===== config.mk =====
export PLATFORM = sky130hd
export DESIGN_NAME = sgms_queue
export DESIGN_NICKNAME = d
export VERILOG_FILES = /design/src/sv/sgms_pkg.sv /design/src/sv/sgms_queue.sv
export SDC_FILE = /design/constraint.sdc
export NUM_CORES = 1
export LEC_CHECK = 0
export BUFFER_PORTS_ARGS = -buffer_cell sky130_fd_sc_hd__buf_2
export CAP_MARGIN = 15
export CORE_UTILIZATION = 40
export DETAILED_ROUTE_END_ITERATION = 10
export PLACE_DENSITY = 0.74
export SLEW_MARGIN = 20
export SYNTH_ARGS = -nofsm -noshare
export SYNTH_HDL_FRONTEND = slang
export SYNTH_SLANG_ARGS = --single-unit

===== constraint.sdc =====
create_clock -name clk -period 10.1 [get_ports clk]
set_input_delay 0.505 -clock clk [delete_from_list [all_inputs] [get_ports clk]]
set_output_delay 0.505 -clock clk [all_outputs]
set_load 0.05 [all_outputs]

===== src/sv/sgms_pkg.sv =====
// Shared types and constants of the scan-to-grid match scorer.
// No dependencies; every other file of the block but sgms_if imports this package.
package sgms_pkg;

  // cell store and scoring window
  localparam int STORE_CELLS = 65536;
  localparam int STORE_AW    = $clog2(STORE_CELLS);
  localparam int WIN_R       = 1;
  localparam int WIN_N       = 2 * WIN_R + 1;
  localparam int WIN_CELLS   = WIN_N * WIN_N;
  localparam int WIN_CW      = $clog2(WIN_N + 1);
  localparam int GOOD_W      = $clog2(WIN_CELLS + 1);

  // shared serial divider
  localparam int DIV_NW = 48;
  localparam int DIV_DW = 32;
  localparam int DIV_SW = 6;

  // percentage in Q7.8: 100 * 256
  localparam int PCT_W     = 15;
  localparam int PCT_SCALE = 25600;

  // input queue between front and back
  localparam int Q_DEPTH = 2;
  localparam int Q_AW    = $clog2(Q_DEPTH);

  typedef enum logic [1:0] {
    OP_LOAD  = 2'd0,
    OP_POINT = 2'd1,
    OP_END   = 2'd2,
    OP_NONE  = 2'd3
  } op_t;

  typedef logic [2:0] cfg_idx_t;
  localparam cfg_idx_t CFG_ORIGIN_X  = 3'd0;
  localparam cfg_idx_t CFG_ORIGIN_Y  = 3'd1;
  localparam cfg_idx_t CFG_CELL_SIZE = 3'd2;
  localparam cfg_idx_t CFG_MAP_W     = 3'd3;
  localparam cfg_idx_t CFG_MAP_H     = 3'd4;
  localparam cfg_idx_t CFG_THRESH    = 3'd5;

  typedef struct packed {
    logic signed [31:0] origin_x;
    logic signed [31:0] origin_y;
    logic [30:0]        cell_size;
    logic [16:0]        map_width;
    logic [16:0]        map_height;
    logic [3:0]         hit_threshold;
  } cfg_t;

  // one classified word travelling from front to back
  typedef struct packed {
    op_t                op;
    logic [15:0]        cell_index;
    logic signed [7:0]  cell_value;
    logic signed [31:0] point_x;
    logic signed [31:0] point_y;
  } entry_t;

endpackage


===== src/sv/sgms_queue.sv =====
// Short word queue between the front and the back of the scorer.
// Depends on sgms_pkg for the entry type and depth.
module sgms_queue
  import sgms_pkg::*;
(
  input  logic   clk,
  input  logic   rst_n,
  input  logic   push,
  output logic   full,
  input  entry_t push_data,
  input  logic   pop,
  output entry_t head,
  output logic   empty
);

  entry_t                slot_r [Q_DEPTH];
  logic [Q_AW-1:0]       wr_ptr_r, rd_ptr_r;
  logic [Q_AW:0]         count_r;
  logic                  do_push, do_pop;

  assign full     = (count_r == (Q_AW+1)'(Q_DEPTH));
  assign empty    = (count_r == '0);
  assign head     = slot_r[rd_ptr_r];
  assign do_push  = push && !full;
  assign do_pop   = pop && !empty;

  // store pushed words
  always_ff @(posedge clk) begin
    if (do_push) begin
      slot_r[wr_ptr_r] <= push_data;
    end
  end

  // advance pointers and fill level
  always_ff @(posedge clk) begin
    if (!rst_n) begin
      wr_ptr_r <= '0;
      rd_ptr_r <= '0;
      count_r  <= '0;
    end else begin
      if (do_push) begin
        wr_ptr_r <= (wr_ptr_r == Q_AW'(Q_DEPTH - 1)) ? '0 : wr_ptr_r + 1'b1;
      end
      if (do_pop) begin
        rd_ptr_r <= (rd_ptr_r == Q_AW'(Q_DEPTH - 1)) ? '0 : rd_ptr_r + 1'b1;
      end
      count_r <= count_r + (Q_AW+1)'(do_push) - (Q_AW+1)'(do_pop);
    end
  end

endmodule


## Word level (Yosys, flattened, before mapping)

Memories as Yosys holds them, arrays and structs flattened. A register that Yosys moved wholly into a read port is not among the register bits.
Cells that the tools add are included.
Widths: inputs -> output; s select.

- $add $sub $neg: 4
- Equality and inequality tests: 1
- Mux-type cells: 6
- Reduce and logical (&&, ||, !) cells: 5

Operators with widths:

| kind | count |
|---|---|
| $mux 1 | 6 |
| $add 1x1->1 const B | 2 |
| $add 2x1->2 | 1 |
| $eq 2x2->1 const B | 1 |
| $logic_and 1x1->1 | 2 |
| $logic_not 1->1 | 2 |
| $logic_not 2->1 | 1 |
| $sub 2x1->2 | 1 |

- Bits in registers: 4
- RAM bits: 180
- Bits of input ports: 94
- Output and inout port bits: 92
- Logic and storage cells: 20
- Memories kept: 1

Memories:

| name | depth | bits a word | rd ports | clocked after memory_dff | write ports | RTL line | text |
|---|---|---|---|---|---|---|---|
| slot_r | 2 | 90 | 1 | 1 | 1 | sgms_queue.sv:16 | `entry_t slot_r [Q_DEPTH];` |

## Logic depth before layout (Yosys ltp)

- Depth in word-level cells: 5
- Gate-level depth with buffers: 8
- Mapped depth without buffers: 8

## Worst setup path after synthesis

OpenSTA, ideal clock, no wires.

- Kind: input-to-reg
- Start: input port push
- End: memory slot_r[0][0] in the netlist's numbering, enable pin
- Setup time: 0.539 ns
- Data arrival time: 4.349 ns
- Data required time: 9.561 ns
- Setup slack: 5.212 ns
- Stages on the path: 2
- Buffers on the path: 0
- Cell sequence: nand2_1 nor2_1

- Word-level cells in the longest chain between the ends: 3

Ends and longest elaborated chain:

| what | RTL line | text |
|---|---|---|
| start, declared | sgms_queue.sv:8 | `input logic push,` |
| $logic_and 1x1->1 | sgms_queue.sv:24 | `assign do_push = push && !full;` |
| $mux 1 | sgms_queue.sv:29 | `if (do_push) begin` |
| $mux 1 (not written as such) | sgms_queue.sv:30 | `slot_r[wr_ptr_r] <= push_data;` |
| end, declared | sgms_queue.sv:16 |  |

No other way between the ends.

==> run_results.csv <==
group,metric,value,unit
run_status,outcome,"completed",
worst_setup_path,path_cells,"buf_6 > mux2_4 > buf_2",
synthesis,synth_common_cells,"edfxtp_1 (180), mux2_4 (90), buf_12 (9), dfxtp_1 (5), nor2_1 (5)",
place,io_buffers,185,
timing,rsz0062_at_grt,"no",
synthesis,seq_area_frac_synth,0.767,
cts,htree_levels,4,
synthesis,ys_warn_count,0,
global_routing,overflow,0,
timing,hold_viol,0,
drt,drt_wl_total,12400,µm
timing,finalSetupViolations,0,
worst_setup_path,endpoint_kind,"output port",
min_path,hp-class,"input port to flip-flop",
synthesis,yosys.cell_types.count,17,
synthesis,synth_most_common_cell,"edfxtp_1",
cells_and_area,nets,601,
timing,fin_ws,7.13,ns
synthesis,ys_seq_elements,185,
cells_and_area,area_growth,21.8,%
global_routing,grt_pass1_vias,3669,
drt,firstDrtPassIters,6,
cts,cts_buffer_depth,2,
synthesis,synth_top_cell_area_share,0.753,
drt,drt_iter0_markers,169,
worst_setup_path,critPathTopFamily,"buffers and inverters",
place,dp.cells,711,
cells_and_area,final_area,8750,µm²
synthesis,synth_cells,307,
place,dp_slack,7.31,ns
global_routing,grt_first_pass_wirelength,18600,µm
worst_setup_path,crit_slowest_cell,"buf_6",
drt,drc,0,
cts,numCtsBuffers,17,
worst_setup_path,required,9.60,ns
synthesis,synth_area_leaders,"edfxtp_1 (75%), mux2_4 (19%), buf_12 (2.5%)",
worst_setup_path,r2r_cells,3,
global_routing,grt_max_degree,80,
timing,slew_violations,0,
drt,vias,3442,
timing,slew_headroom,0.260,
synthesis,async_reset_ff_frac,0,
die,die_h,136,µm
drt,wl_per_cell,16.7,µm
worst_setup_path,start_kind,"flip-flop",
synthesis,syn_nets,403,
cells_and_area,drive_gt1_frac,0.587,
worst_setup_path,crit_buf_inv,2,
die,design.core.area,17400,µm²
timing,fmax,0.337,GHz
cts,cts_setup_buffers,0,
cts,clock-root-buffer,"clkbuf_16",
worst_setup_path,max_stage_delay,0.70,ns
timing,fin_crit,2.97,ns
die,ios,186,
drt,ant_nets,0,
synthesis,syn_avg_cell_area,23.4,µm²
worst_setup_path,crit_cells,3,
drt,vias_per_cell,4.63,
die,initial_core_util,0.412,
power,powerDensity,304,nW/µm²
synthesis,synth_edf_count,180,
worst_setup_path,crit_type,"flip-flop to output port",
power,vdd_drop_max,153,µV
place,hpwl,8290,µm
die,die-area,18500,µm²
timing,skew,0.00543,ns
synthesis,ys.flop_type,"edfxtp_1",
global_routing,grt_usage,0.139,
cells_and_area,instances_no_fill,744,
place,placed_area,8240,µm²
flow_run,maxCapViolations,0,
worst_setup_path,crit_arrival,2.46,ns
cts,clk_pin_slew,0.06,ns
place,gp_congestion,0.685,
die,rows,48,
synthesis,yosysTopAreaCell,"edfxtp_1",
min_path,hold_depth,1,
cts,cts_tree,"built",
die,dieWidth,136,µm
timing,worstMarginPinSlew,1.11,ns
worst_setup_path,crit_fanout,64,
synthesis,synth_area,7180,µm²
timing,post-route-period-util,0.294,
cts,cts_resized,0,
cts,clock_latency,0.42,ns
timing,tns,0,ns
cells_and_area,final_core_util,0.502,
cts,hold_buffers,0,
global_routing,antenna_found_initial,1,
cts,clock-sinks,185,
power,p_leak,3.43,nW
worst reg2reg max path: cells and delay by family (launching register included):
| kind | cells | cell delay [ns] |
|---|---|---|
| buf+inv | 1 | 0.82 |
| flops | 1 | 0.36 |
| simple gates | 2 | 0.49 |
placed cells by master (no fill, tap or decap), drive strengths merged:
master / instances
mux2i: 1
o21a: 1
inv: 4
clkbuf: 23
and2: 2
clkinvlp: 3
nand2: 2
and3: 1
nor3: 1
buf: 189
dfxtp: 5
diode: 1
xnor2: 1
ha: 2
mux2: 90
xor2: 1
nor2: 5
clkinv: 5
edfxtp: 180
nand2b: 2
kinds of logic after synthesis:
group	Yosys count	synth area share
mux	91	0.190
xor+xnor	2	0.00244
simple gates	13	0.00871
fa+ha+maj	2	0.00348
buf+inv	13	0.0282
flops	185	0.767
compound gates	1	0.00105
layout make-up:
cell class / count / area, µm²
antenna: 1 / 2.50
clock buffer: 23 / 448
clock inverter: 9 / 51.3
inverter: 3 / 11.3
tap: 225 / 282
fill: 1444 / 8670
sequential: 185 / 5510
timing repair buffer: 189 / 960
multi-input combinational: 109 / 1490
power breakdown:
part | switching (mW) | internal, mW | leakage [nW] | total [mW]
logic | 0.706 | 0.335 | 1.48 | 1.04
registers | 0.0553 | 0.992 | 1.72 | 1.05
clock network | 0.257 | 0.311 | 0.232 | 0.569
total | 1.02 | 1.64 | 3.43 | 2.66
final timing paths:
check,start,to,slack (ns)
hold / removal,push_data[51],slot_r[1][51],0.27
setup / recovery,flip-flop,head[49],7.13
setup reg to reg,count_r[0],slot_r[1][61],7.91
hold reg to reg,wr_ptr_r,wr_ptr_r,0.53
flip-flops by register name (all words and copies together), names as in the netlist, named ones only:
name	cells
count_r	2
rd_ptr_r	1
slot_r	180
wr_ptr_r	1
per-stage QoR:
step	hold WS [ns]	total power, mW
floorplan	0.455	1.97
global placement	0.503	2.10
detailed placement	0.527	2.12
CTS	0.250	2.69
global route	0.247	2.76
finish	0.274	2.66
metal layers:
metal  routed length (µm)  vias to the layer above  GRT usage  part of all wire
met1                 4740                     1698      0.148              0.38
li1                     -                     1602          -                 -
met5                    0                        -          0                 0
met4                  208                        0     0.0716             0.017
met2                 6630                      126      0.244              0.53
met3                  869                       16     0.0462             0.070
(Power assumes the default switching activity.)
